File: src/hw/rtl/dsrp_pkg.sv
// Shared types and constants of the dust sensor reply parser.
// No dependencies; used by every module of the block.
`default_nettype none

package dsrp_pkg;

   // Header byte pairs of the sensor's replies
   localparam logic [7:0] ACK_BYTE      = 8'hA5;
   localparam logic [7:0] NACK_BYTE     = 8'h96;
   localparam logic [7:0] DATA_HEAD_0   = 8'h40;
   localparam logic [7:0] DATA_HEAD_1   = 8'h05;

   localparam int unsigned BYTE_W       = 8;
   localparam int unsigned READING_W    = 16;
   localparam int unsigned RSP_DATA_W   = 40;

   typedef enum logic [2:0] {
      STATUS_ACK      = 3'd0,
      STATUS_NACK     = 3'd1,
      STATUS_DATA     = 3'd2,
      STATUS_CSUM_ERR = 3'd3,
      STATUS_HDR_ERR  = 3'd4
   } status_type;

   typedef struct packed {
      status_type             status;
      logic [READING_W-1:0]   pm_fine;
      logic [READING_W-1:0]   pm_coarse;
      logic [BYTE_W-1:0]      reply_command;
   } result_type;

endpackage

`default_nettype wire

File: src/hw/rtl/dsrp_parser_core.sv
// Reply parser state and the per-byte step logic of the dust sensor parser.
// Depends on dsrp_pkg.
`default_nettype none

module dsrp_parser_core (
   input  wire logic                         clock,
   input  wire logic                         reset,
   input  wire logic                         step,        // commit this byte
   input  wire logic [dsrp_pkg::BYTE_W-1:0]  rx_byte,
   input  wire logic                         restart,
   output logic                              has_result,
   output dsrp_pkg::result_type              result
);

   typedef enum logic [2:0] {
      POS_FIRST    = 3'd0,
      POS_SECOND   = 3'd1,
      POS_COMMAND  = 3'd2,
      POS_FINE_HI  = 3'd3,
      POS_FINE_LO  = 3'd4,
      POS_COARSE_HI = 3'd5,
      POS_COARSE_LO = 3'd6,
      POS_CHECKSUM = 3'd7
   } pos_type;

   pos_type                            pos_ff, pos_in, pos_now;
   logic [dsrp_pkg::BYTE_W-1:0]        first_ff, first_in;
   logic [dsrp_pkg::BYTE_W-1:0]        sum_ff, sum_in;
   logic [dsrp_pkg::READING_W-1:0]     fine_ff, fine_in;
   logic [dsrp_pkg::READING_W-1:0]     coarse_ff, coarse_in;
   logic [dsrp_pkg::BYTE_W-1:0]        cmd_ff, cmd_in;
   logic [dsrp_pkg::BYTE_W-1:0]        sum_next;

   assign pos_now  = restart ? POS_FIRST : pos_ff;
   assign sum_next = sum_ff + rx_byte;

   always_comb begin
      pos_in     = pos_now;
      first_in   = first_ff;
      sum_in     = sum_ff;
      fine_in    = fine_ff;
      coarse_in  = coarse_ff;
      cmd_in     = cmd_ff;
      has_result = 1'b0;
      result     = '{status: dsrp_pkg::STATUS_HDR_ERR, pm_fine: '0, pm_coarse: '0,
                     reply_command: '0};
      case (pos_now)
         POS_SECOND: begin
            pos_in     = POS_FIRST;
            has_result = 1'b1;
            if (first_ff == dsrp_pkg::ACK_BYTE && rx_byte == dsrp_pkg::ACK_BYTE) begin
               result.status = dsrp_pkg::STATUS_ACK;
            end else if (first_ff == dsrp_pkg::NACK_BYTE &&
                         rx_byte == dsrp_pkg::NACK_BYTE) begin
               result.status = dsrp_pkg::STATUS_NACK;
            end else if (first_ff == dsrp_pkg::DATA_HEAD_0 &&
                         rx_byte == dsrp_pkg::DATA_HEAD_1) begin
               has_result = 1'b0;
               sum_in     = sum_next;
               pos_in     = POS_COMMAND;
            end
         end
         POS_COMMAND: begin
            cmd_in = rx_byte;
            sum_in = sum_next;
            pos_in = POS_FINE_HI;
         end
         POS_FINE_HI: begin
            fine_in = {rx_byte, dsrp_pkg::BYTE_W'(0)};
            sum_in  = sum_next;
            pos_in  = POS_FINE_LO;
         end
         POS_FINE_LO: begin
            fine_in = {fine_ff[dsrp_pkg::READING_W-1:dsrp_pkg::BYTE_W], rx_byte};
            sum_in  = sum_next;
            pos_in  = POS_COARSE_HI;
         end
         POS_COARSE_HI: begin
            coarse_in = {rx_byte, dsrp_pkg::BYTE_W'(0)};
            sum_in    = sum_next;
            pos_in    = POS_COARSE_LO;
         end
         POS_COARSE_LO: begin
            coarse_in = {coarse_ff[dsrp_pkg::READING_W-1:dsrp_pkg::BYTE_W], rx_byte};
            sum_in    = sum_next;
            pos_in    = POS_CHECKSUM;
         end
         POS_CHECKSUM: begin
            pos_in                = POS_FIRST;
            has_result            = 1'b1;
            result.reply_command  = cmd_ff;
            // checksum is the two's complement of the byte sum
            if (dsrp_pkg::BYTE_W'(0) - sum_ff == rx_byte) begin
               result.status    = dsrp_pkg::STATUS_DATA;
               result.pm_fine   = fine_ff;
               result.pm_coarse = coarse_ff;
            end else begin
               result.status    = dsrp_pkg::STATUS_CSUM_ERR;
            end
         end
         default: begin
            first_in = rx_byte;
            sum_in   = rx_byte;
            pos_in   = POS_SECOND;
         end
      endcase
   end

   always_ff @(posedge clock) begin
      if (reset) begin
         pos_ff    <= POS_FIRST;
         first_ff  <= '0;
         sum_ff    <= '0;
         fine_ff   <= '0;
         coarse_ff <= '0;
         cmd_ff    <= '0;
      end else if (step) begin
         pos_ff    <= pos_in;
         first_ff  <= first_in;
         sum_ff    <= sum_in;
         fine_ff   <= fine_in;
         coarse_ff <= coarse_in;
         cmd_ff    <= cmd_in;
      end
   end

endmodule

`default_nettype wire

File: src/hw/rtl/dsrp_out_reg.sv
// Result register of the dust sensor parser, holding one item for the rsp side.
// Depends on dsrp_pkg.
`default_nettype none

module dsrp_out_reg (
   input  wire logic                              clock,
   input  wire logic                              reset,
   input  wire logic                              load,
   input  wire dsrp_pkg::result_type              result,
   output logic                                   can_load,
   output logic                                   rsp_tvalid,
   input  wire logic                              rsp_tready,
   output logic [dsrp_pkg::RSP_DATA_W-1:0]        rsp_tdata,
   output logic [2:0]                             rsp_tuser
);

   logic                  valid_ff, valid_in;
   dsrp_pkg::result_type  data_ff;

   assign can_load = !valid_ff || rsp_tready;
   assign valid_in = load ? 1'b1 : (valid_ff && !rsp_tready);

   always_ff @(posedge clock) begin
      if (reset) begin
         valid_ff <= 1'b0;
      end else begin
         valid_ff <= valid_in;
      end
   end

   always_ff @(posedge clock) begin
      if (load) begin
         data_ff <= result;
      end
   end

   assign rsp_tvalid = valid_ff;
   assign rsp_tuser  = data_ff.status;
   assign rsp_tdata  = {data_ff.reply_command, data_ff.pm_coarse, data_ff.pm_fine};

endmodule

`default_nettype wire

File: src/hw/rtl/dust_sensor_response_parser_top.sv
// Top level of the dust sensor reply parser: input register, parser core, result register.
// Depends on dsrp_pkg, dsrp_parser_core and dsrp_out_reg.
`default_nettype none

// Parses the sensor's reply bytes, one item per byte. A reply opens with a
// header pair: A5 A5 yields an ack, 96 96 a nack, 40 05 opens a data frame,
// any other pair a header error. A data frame carries a command byte, PM2.5
// high/low, PM10 high/low and a checksum; it yields either the two readings
// with the command byte or a checksum error carrying the command byte.
// req_tuser (restart) drops any partial frame and takes the byte as the
// first byte of a new reply. Throughput is one byte per clock: each byte
// goes through an input register, one compare-and-add step against the
// parser state, and into the result register, so rsp_tvalid rises once
// the result register loads the result of a reply's last byte. Only the result
// register's backpressure stalls the input, and only for bytes that end a
// reply.
module dust_sensor_response_parser_top (
   input  wire logic         clock,
   input  wire logic         reset,
   // input channel
   input  wire logic         req_tvalid,
   output logic              req_tready,
   input  wire logic [7:0]   req_tdata,   // [7:0] rx_byte
   input  wire logic         req_tuser,   // [0] restart
   // result channel
   output logic              rsp_tvalid,
   input  wire logic         rsp_tready,
   output logic [39:0]       rsp_tdata,   // [15:0] pm_fine, [31:16] pm_coarse,
                                          // [39:32] reply_command
   output logic [2:0]        rsp_tuser    // [2:0] status
);

   logic                                in_valid_ff, in_valid_in;
   logic [dsrp_pkg::BYTE_W-1:0]         in_byte_ff;
   logic                                in_restart_ff;
   logic                                has_result;
   logic                                out_can_load;
   logic                                advance;
   dsrp_pkg::result_type                result;

   // Advance the held byte unless it ends a reply and the result slot is full.
   assign advance     = in_valid_ff && (!has_result || out_can_load);
   assign req_tready  = !in_valid_ff || advance;
   assign in_valid_in = req_tready ? req_tvalid : in_valid_ff;

   always_ff @(posedge clock) begin
      if (reset) begin
         in_valid_ff <= 1'b0;
      end else begin
         in_valid_ff <= in_valid_in;
      end
   end

   // Capture the item payload on accept; hold it while stalled.
   always_ff @(posedge clock) begin
      if (req_tvalid && req_tready) begin
         in_byte_ff    <= req_tdata;
         in_restart_ff <= req_tuser;
      end
   end

   dsrp_parser_core u_core (
      .clock      (clock),
      .reset      (reset),
      .step       (advance),
      .rx_byte    (in_byte_ff),
      .restart    (in_restart_ff),
      .has_result (has_result),
      .result     (result)
   );

   dsrp_out_reg u_out (
      .clock      (clock),
      .reset      (reset),
      .load       (advance && has_result),
      .result     (result),
      .can_load   (out_can_load),
      .rsp_tvalid (rsp_tvalid),
      .rsp_tready (rsp_tready),
      .rsp_tdata  (rsp_tdata),
      .rsp_tuser  (rsp_tuser)
   );

endmodule

`default_nettype wire

File: config.mk
export PLATFORM = sky130hd
export DESIGN_NAME = dust_sensor_response_parser_top
export DESIGN_NICKNAME = d
export VERILOG_FILES = /design/src/hw/rtl/dsrp_pkg.sv /design/src/hw/rtl/dsrp_parser_core.sv /design/src/hw/rtl/dsrp_out_reg.sv /design/src/hw/rtl/dust_sensor_response_parser_top.sv
export SDC_FILE = /design/constraint.sdc
export NUM_CORES = 1
export LEC_CHECK = 0
export ABC_AREA = 1
export BUFFER_PORTS_ARGS = -buffer_cell sky130_fd_sc_hd__buf_2
export CORE_MARGIN = 3
export CORE_UTILIZATION = 40
export DETAILED_ROUTE_END_ITERATION = 8
export PLACE_DENSITY_LB_ADDON = 0.15
export SYNTH_ARGS = -nofsm -noshare
export SYNTH_HDL_FRONTEND = slang
export SYNTH_HIERARCHICAL = 1
export SYNTH_SLANG_ARGS = --single-unit
File: constraint.sdc
create_clock -name clock -period 3 [get_ports clock]
set_input_delay 0.15 -clock clock [delete_from_list [all_inputs] [get_ports clock]]
set_output_delay 0.15 -clock clock [all_outputs]
set_load 0.01 [all_outputs]
* Word level (Yosys, flattened, before mapping) *
Index checks and enable logic that the tools add are counted.

operators by class
  reductions and logical operators = 26
  add/subtract/negate cells = 2
  mux-type cells = 20
  equal/unequal tests = 17
  bitwise gates (word level) = 4

operators with widths
  cell                                                                number
  16-bit one-hot mux with 2 select lines                              2
  8-bit == test (second input constant)                               4
  8-bit two-way mux                                                   3
  8-bit one-hot mux with 3 select lines                               1
  3-bit one-hot mux with 7 select lines                               1
  3-bit two-way mux                                                   5
  3-bit == test (second input constant)                               4
  2-bit AND reduction                                                 5
  8-bit adder                                                         1
  8-bit by 3-bit == test with 1-bit output (second input constant)    1
  8-bit by 7-bit == test with 1-bit output (second input constant)    1
  8-bit == test                                                       1
  1-bit by 8-bit subtractor with 8-bit output (first input constant)  1
  1-bit logical AND                                                   7
  7-bit OR reduction                                                  1
  3-bit by 2-bit == test with 1-bit output (second input constant)    2
  3-bit one-hot mux with 2 select lines                               1
  3-bit AND reduction                                                 2
  1-bit two-way mux                                                   5
  5-bit AND reduction                                                 1
  5-bit OR reduction                                                  1
  1-bit logical NOT                                                   4
  2-bit != test (second input constant)                               2
  1-bit inverter                                                      4
  6 further kinds                                                     9

word-level totals
  register bits after elaboration = 113
  word-level logic and storage cells = 85
  bits of input ports = 13
  output and inout bits = 45

* Longest topological paths before layout *
Gate-level depths: netlist of the first run.

  depth in word-level cells = 11
  gate-level depth with buffers = 17
  gate-level depth less buffers = 14

* Modules after synthesis *
Netlist of the first run, hierarchy kept.

by module, submodules not included
  module                           cells an instance  sequential area each (um^2)  area each (um^2)  instances
  dsrp_parser_core                 566                1181.1                       3623.5            1
  dsrp_out_reg                     48                 1311.3                       1333.8            1
  dust_sensor_response_parser_top  19                 290.3                        340.3             1

* Worst setup path before layout of the first run *
Ideal clock, no wire load.

  path kind = register -> register
  start point = register in_restart_ff
  end point = register u_out.data_ff, in the netlist u_out/rsp_tdata[0], enable pin
  setup time = 0.398 ns
  period minus slack after synthesis = 2.501 ns
  path buffers = 1
  slack = 0.499 ns
  stages on the path, launching flop included = 11
  data required time = 2.602 ns
  arrival time = 2.103 ns
  cell sequence = edfxtp_1 > inv_2 > nand2_4 > nor2_2 > nand2_2 > buf_6 > nand3_4 > nand2_4 > inv_1 > nand3_1 > inv_1

between the ends
  longest elaborated chain between the ends = 7
  elaborated cells between the ends (all ways) = 8
  classes of those cells = eq/ne: 2; mux: 2; reduce/logical: 4

ends and longest elaborated chain
  item                                                                              RTL line                               RTL
  start, declared                                                                   dust_sensor_response_parser_top.sv:35  logic in_restart_ff;
  start signal, assigned                                                            dust_sensor_response_parser_top.sv:58  in_restart_ff <= req_tuser;
  3-bit two-way mux (*)                                                             dsrp_parser_core.sv:34                 assign pos_now = restart ? POS_FIRST : pos_ff;
  3-bit == test / 3-bit by 1-bit == test with 1-bit output (equally long branches)  dsrp_parser_core.sv:47                 case (pos_now)
  1-bit one-hot mux with 2 select lines (*)                                         dsrp_parser_core.sv:47
  named net has_result                                                              dust_sensor_response_parser_top.sv:36  logic has_result;
  1-bit logical NOT                                                                 dust_sensor_response_parser_top.sv:42  assign advance = in_valid_ff && (!has_result || out_can_load);
  1-bit logical OR                                                                  dust_sensor_response_parser_top.sv:42
  1-bit logical AND                                                                 dust_sensor_response_parser_top.sv:42
  1-bit logical AND (*)                                                             dust_sensor_response_parser_top.sv:75  .load (advance && has_result),
  end signal, assigned                                                              dsrp_out_reg.sv:33                     data_ff <= result;
  end, declared                                                                     dsrp_out_reg.sv:18                     dsrp_pkg::result_type data_ff;

Mark *: on every way through the listed nets, which the timed path passes. The rest lies on a longest branch.
A chain may end at the register's enable or synchronous reset.

* Final worst setup path of the first run *
  start point = register in_restart_ff
  end point = register u_core/first_ff[4] (netlist name)

between the ends
  longest elaborated chain between the ends = 7
  elaborated cells between the ends (all ways) = 15
  classes of those cells = eq/ne: 7; mux: 2; bitwise: 1; reduce/logical: 5

ends and longest elaborated chain
  item                                                                              RTL line                               RTL
  3-bit two-way mux (*)                                                             dsrp_parser_core.sv:34
  3-bit == test / 3-bit by 1-bit == test with 1-bit output (equally long branches)  dsrp_parser_core.sv:47
  1-bit one-hot mux with 2 select lines (*)                                         dsrp_parser_core.sv:47
  named net has_result                                                              dust_sensor_response_parser_top.sv:36
  1-bit logical NOT (*)                                                             dust_sensor_response_parser_top.sv:42
  1-bit logical OR (*)                                                              dust_sensor_response_parser_top.sv:42
  1-bit logical AND (*)                                                             dust_sensor_response_parser_top.sv:42
  named net advance                                                                 dust_sensor_response_parser_top.sv:38  logic advance;
  2-bit AND reduction (no line) (*)                                                 -
  end signal, assigned                                                              dsrp_parser_core.sv:119                first_ff <= first_in;
  end, declared                                                                     dsrp_parser_core.sv:27                 logic [dsrp_pkg::BYTE_W-1:0] first_ff, first_in;

Marked as above.

==> results of run 1 <==
[layout make-up]
| type | instances | area [um^2] | area share |
|---|---|---|---|
| clock buffer | 20 | 447 | 0.0695 |
| clock inverter | 12 | 141 | 0.0220 |
| inverter | 64 | 240 | 0.0374 |
| multi-input combinational | 426 | 2100 | 0.327 |
| sequential | 113 | 2780 | 0.433 |
| tap | 172 | 215 | 0.0335 |
| timing repair buffer | 81 | 503 | 0.0782 |
[through the flow]
stage                     instance area [um^2]  utilization  cells  worst slack, ps
after global routing                      6430        0.503    888             36.0
after CTS                                 6430        0.503    888              415
after global placement                    5740        0.449    846              576
after floorplan                           5300            -    633              499
after detailed placement                  5740        0.449    846              431
final                                     6430        0.503    888              397
[flip-flops by register name, indices dropped and copies added (netlist names)]
| register | cells |
|---|---|
| u_out/rsp_tdata | 40 |
| u_core/coarse_ff | 16 |
| u_core/fine_ff | 16 |
| in_byte_ff | 8 |
| u_core/cmd_ff | 8 |
| u_core/first_ff | 8 |
| u_core/sum_ff | 8 |
| u_core/pos_ff | 3 |
| u_out/rsp_tuser | 3 |
| in_restart_ff | 1 |
| in_valid_ff | 1 |
| u_out/rsp_tvalid | 1 |
[report_power, final]
group	switching, mW	internal (mW)
Sequential	0.0339	1.64
Combinational	0.234	0.123
Clock	0.682	1.31
Total	0.950	3.08
[per-layer routing]
layer | vias up | routed length [um]
met3 | 19 | 622
met1 | 1995 | 6030
li1 | 2192 | -
met2 | 121 | 5830
met4 | 0 | 279
met5 | - | 0
[worst register-to-register path, cell delays in order (launching register included)]
cell and delay (ps):
edfxtp_1 440, inv_2 100, nand2_4 80, nor2_2 40, nand2_2 210, nand2_1 160, nand2_4 130, inv_1 80
a21boi_1 200, inv_1 130, nor2_4 170, inv_2 70, nor3_4 410, o21ai_0 150, a21oi_1 170
[final timing paths]
path,to,slack [ps],depth (start not counted)
min reg2reg,u_core/cmd_ff[6]$_SDFFE_PP0P_,450,2
min,u_out/rsp_tvalid$_SDFF_PP0_,60,4
max,u_core/first_ff[4]$_SDFFE_PP0P_,400,14
max reg2reg,u_core/first_ff[4]$_SDFFE_PP0P_,400,14
[logic make-up (layout without fill, tap and decap cells)]
logic type,count (synthesis),after routing,share of synthesized area
and+or+nand+nor,326,326,0.280
DFF,113,113,0.525
buffers and inverters,94,177,0.0784
AOI/OAI and AO/OA,85,85,0.0836
adders and majority gates,9,9,0.0227
xor gates and xnor gates,6,6,0.00992
[cell usage in the layout, fill, tap and decap left out, types with 4 or more instances in the layout]
cell type	instances
nand3b_1	8
dfxtp_1	61
inv_2	8
nor2_1	93
nand2_1	145
inv_1	54
or2_2	6
edfxtp_1	52
dlygate4sd3_1	10
ha_1	8
o21ai_0	25
nand3_1	37
nand2_2	9
clkbuf_16	17
nand4_1	10
clkinv_2	5
xor2_1	4
buf_4	13
buf_2	57
a21oi_1	52
==> impl_metrics.py, run 1 <==
metrics = {
    "synthesis": {
        "synth_top_area_frac": 0.295,
        "yosys_warnings": 6,
        "synth_edf_count": 52,
        "synthTopCellsByCount": "145 x nand2_1, 93 x nor2_1, 61 x dfxtp_1",
        "avgSynthCellArea_um2": 8.37,
        "ys_seq_elements": 113,
        "synth_fp_nets": 655,
        "yosysTopAreaCell": "edfxtp_1",
        "synth_cell_types": 36,
        "synth_flop_cell": "dfxtp_1",
        "syn-cell-area_mm2": 0.00530,
        "syn_inst": 633,
        "ys_seq_area_frac": 0.525,
        "synthArstFlopShare": 0,
        "synth_area_leaders": "edfxtp_1 29%, dfxtp_1 23%, nand2_1 10%, nor2_1 6.6%, a21oi_1 4.9%",
        "yosysMostFrequentCell": "nand2_1",
    },
    "layout": {
        "area_growth_pct": 21.4,
        "final_layout_size_suffix_gt1_frac": 0.197,
        "nNetsFinal": 725,
        "fill_cells": 1236,
        "diodes": 0,
    },
    "clocking": {
        "clk_latency_ps": 410,
        "cts_tree": "yes",
        "post_cts_resized": 0,
        "post-cts-setup-buffers": 0,
        "ctsHoldBuffers": 10,
        "tritoncts.num_buffers": 17,
        "clk_pin_slew_worst_paths_ps": 60,
        "root_buffer": "clkbuf_16",
        "htree_levels": 4,
        "clk_path_buf_depth": 2,
        "clock_sinks": 113,
    },
    "floorplan": {
        "dieArea_mm2": 0.0147,
        "row_count": 41,
        "core-area_mm2": 0.0128,
        "die_h_um": 121,
        "initial_core_util": 0.415,
        "die_width_um": 121,
        "ios": 58,
    },
    "global_route": {
        "grt_pass1_wl_um": 21300,
        "grt_util_met2": 0.296,
        "grt_pass1_vias": 4166,
        "grt_max_degree": 42,
        "grt.busiest_layer": "met2",
        "grt_use_met1": 0.250,
        "met3_usage": 0.0457,
        "overflow": 0,
        "track_usage": 0.188,
        "antenna_found_initial": 0,
    },
    "timing": {
        "min_period_ps": 2600,
        "skew_ps": 9.66,
        "max_slew.worst_pin.slew_ps": 856,
        "max_freq_mhz": 384,
        "rsz0062_at_grt": "false",
        "hold_ws_ps": 61.1,
        "hold_viol_final": 0,
        "setup_viol": 0,
        "finalCritPeriodShare": 0.868,
        "report.final.slew_viol_count": 0,
        "finalSetupTns_ps": 0,
        "relSlewSlack": 0.425,
    },
    "route": {
        "wl_per_cell_um": 14.4,
        "detail-route-antenna-nets": 0,
        "finalWirelength_um": 12800,
        "vias_per_cell": 4.87,
        "drt_iter0_markers": 205,
        "via_count": 4327,
        "drc_errors": 0,
        "drtPass1Iterations": 5,
    },
    "worst_setup_path": {
        "crit_required_ps": 3340,
        "worstReg2RegStart": "in_restart_ff$_DFFE_PP_",
        "cp-start-kind": "register",
        "arrival_ps": 2940,
        "critPathBufInv": 4,
        "timing.critical_path.from": "in_restart_ff$_DFFE_PP_",
        "cp_top_family": "simple AND/OR/NAND/NOR gates",
        "slowest_stage": "edfxtp_1",
        "endpoint_kind": "register",
        "critPathMaxStageDelay_ps": 440,
        "critical_path_class": "reg2reg",
        "path_cells": "inv_2 > nand2_4 > nor2_2 > nand2_2 > nand2_1 > nand2_4 > inv_1 > a21boi_1 > inv_1 > nor2_4 > inv_2 > nor3_4 > o21ai_0 > a21oi_1",
        "cp_max_fo": 16,
    },
    "power_and_ir_drop": {
        "ir_drop_uv": 340,
        "p_per_area_mw_per_mm2": 627,
        "p_leak_nw": 2.46,
        "p_total_mw": 4.03,
    },
    "run": {
        "cap_viol_max_count": 0,
    },
    "place": {
        "dp_hpwl_um": 8560,
        "port_buffers": 57,
        "place_congestion": 0.911,
    },
    "worst_hold_path": {
        "hp-class": "in2reg",
        "min-delay-start": "rsp_tready",
    },
    "run_status": {
        "outcome": "complete, no violations",
    },
}
(Power assumes the default switching activity.)
==> run 2, diff against run 1 <==
==> constraint.sdc (replaced) <==
create_clock -name clock -period 3 [get_ports clock]
set_input_delay 0 -clock clock [delete_from_list [all_inputs] [get_ports clock]]
set_output_delay 0 -clock clock [all_outputs]
set_load 0.01 [all_outputs]
==> impl_metrics.py, run 2 (synthesis gave the netlist of run 1 again) <==
metrics = {
    "global_route": {
        "antenna_found_initial": 0,
        "grt_pass1_vias": 4134,
        "grt_max_degree": 42,
        "grt_pass1_wl_um": 21100,
        "overflow": 0,
        "track_usage": 0.187,
    },
    "floorplan": {
        "initial_core_util": 0.415,
        "row_count": 41,
        "die_h_um": 121,
        "die_width_um": 121,
        "core-area_mm2": 0.0128,
        "ios": 58,
        "dieArea_mm2": 0.0147,
    },
    "clocking": {
        "root_buffer": "clkbuf_16",
        "tritoncts.num_buffers": 17,
        "clk_path_buf_depth": 2,
        "cts_tree": "yes",
        "htree_levels": 4,
        "clk_latency_ps": 420,
        "clock_sinks": 113,
        "post-cts-setup-buffers": 0,
        "clk_pin_slew_worst_paths_ps": 50,
    },
    "timing": {
        "min_period_ps": 2630,
        "skew_ps": 12.8,
        "finalCritPeriodShare": 0.877,
        "max_freq_mhz": 380,
        "max_slew.worst_pin.slew_ps": 867,
        "hold_viol_final": 0,
        "report.final.slew_viol_count": 0,
        "setup_viol": 0,
        "relSlewSlack": 0.419,
        "finalSetupTns_ps": 0,
        "setup_slack_ps": 370,
        "rsz0062_at_grt": "false",
    },
    "route": {
        "detail-route-antenna-nets": 0,
        "drt_iter0_markers": 309,
        "drtPass1Iterations": 5,
        "finalWirelength_um": 12800,
        "wl_per_cell_um": 14.4,
        "via_count": 4289,
        "drc_errors": 0,
        "vias_per_cell": 4.83,
    },
    "place": {
        "place_congestion": 0.902,
        "dp_slack_ps": 418,
        "placed_area_mm2": 0.00573,
        "dp_hpwl_um": 8590,
        "port_buffers": 57,
    },
    "layout": {
        "diodes": 0,
        "final_layout_size_suffix_gt1_frac": 0.196,
        "fin_area_mm2": 0.00645,
        "nNetsFinal": 725,
        "final_cell_mix": "145 x nand2_1, 93 x nor2_1, 61 x dfxtp_1, 57 x buf_2, 54 x inv_1",
        "largest_reg_flops": 40,
        "final_common_cell": "nand2_1",
        "area_growth_pct": 21.8,
    },
    "run_status": {
        "outcome": "complete, no violations",
    },
    "worst_setup_path": {
        "cp-start-kind": "register",
        "arrival_ps": 2970,
        "rr_worst_depth": 14,
        "reg2reg_to": "u_core/first_ff[2]$_SDFFE_PP0P_",
        "timing.critical_path.from": "in_restart_ff$_DFFE_PP_",
        "reg2reg_slack_ps": 370,
        "worstReg2RegStart": "in_restart_ff$_DFFE_PP_",
        "endpoint_kind": "register",
        "crit_end": "u_core/first_ff[2]$_SDFFE_PP0P_",
        "critical_path_class": "reg2reg",
        "cp_max_fo": 16,
        "crit_required_ps": 3340,
    },
    "worst_hold_path": {
        "hp-class": "in2reg",
    },
    "power_and_ir_drop": {
        "ir_drop_uv": 357,
        "p_per_area_mw_per_mm2": 638,
        "p_leak_nw": 2.48,
    },
    "run": {
        "cap_viol_max_count": 0,
    },
}
## run 2: cell count changes in the layout (fill, tap and decap cells not counted)
cell           delta
clkinv_4          +1
buf_4             -1
clkinvlp_4        -2
dlygate4sd3_1     +1
bufinv_16         +1
## run 2: through the flow
step / util / power, mW / hold slack, ps / instances
floorplan: - / 1.95 / 62.4 / 633
global route: 0.505 / 4.28 / 157 / 888
global placement: 0.449 / 2.05 / 177 / 845
CTS: 0.505 / 4.16 / 115 / 888
finish: 0.505 / 4.12 / 110 / 888
detailed placement: 0.449 / 2.05 / 178 / 845
## run 2: per-layer routing
metal	vias to the layer above	part of all wire	global-route usage
met3	18	0.046	0.0448
met1	1972	0.47	0.249
met2	108	0.46	0.294
met4	0	0.020	0.0737
met5	-	0	0
li1	2191	-	-
## run 2: area by class of cell
| type | count | area [um^2] |
|---|---|---|
| timing repair buffer | 81 | 505 |
| tap | 172 | 215 |
| multi-input combinational | 426 | 2100 |
| clock buffer | 20 | 447 |
| sequential | 113 | 2780 |
| clock inverter | 12 | 165 |
| inverter | 64 | 240 |
| fill | 1185 | 6320 |
## run 2: repair_timing
action                    in CTS  in global routing
hold endpoints to repair      11                  0
hold buffers                  11                  0
gates resized for setup        0                  0
## run 2: worst max-delay path: stages (launching register included)
cell,delay (ps)
edfxtp_1,470
inv_2,110
nand2_4,90
nor2_2,40
nand2_2,200
nand2_1,150
nand2_4,120
inv_1,80
a21boi_1,190
inv_1,150
nor2_4,160
inv_2,60
nor3_4,410
o21ai_0,160
a21oi_1,160
## run 2: worst min-delay path by stage
stage / cells after the start / start / slack (ps) / to
after floorplan: 1 / reset / 60 / in_valid_ff$_SDFFE_PP0P_
after global placement: 1 / req_tdata[1] / 180 / in_byte_ff[1]$_DFFE_PP_
after detailed placement: 1 / req_tdata[7] / 180 / in_byte_ff[7]$_DFFE_PP_
after CTS: 2 / reset / 120 / in_valid_ff$_SDFFE_PP0P_
after global routing: 2 / reset / 160 / u_out/rsp_tvalid$_SDFF_PP0_
final: 2 / reset / 110 / in_valid_ff$_SDFFE_PP0P_
## run 2: report_power, final
part	total [mW]	switching, mW	internal, mW
Clock	2.08	0.686	1.40
Combinational	0.357	0.234	0.123
Sequential	1.68	0.0349	1.64
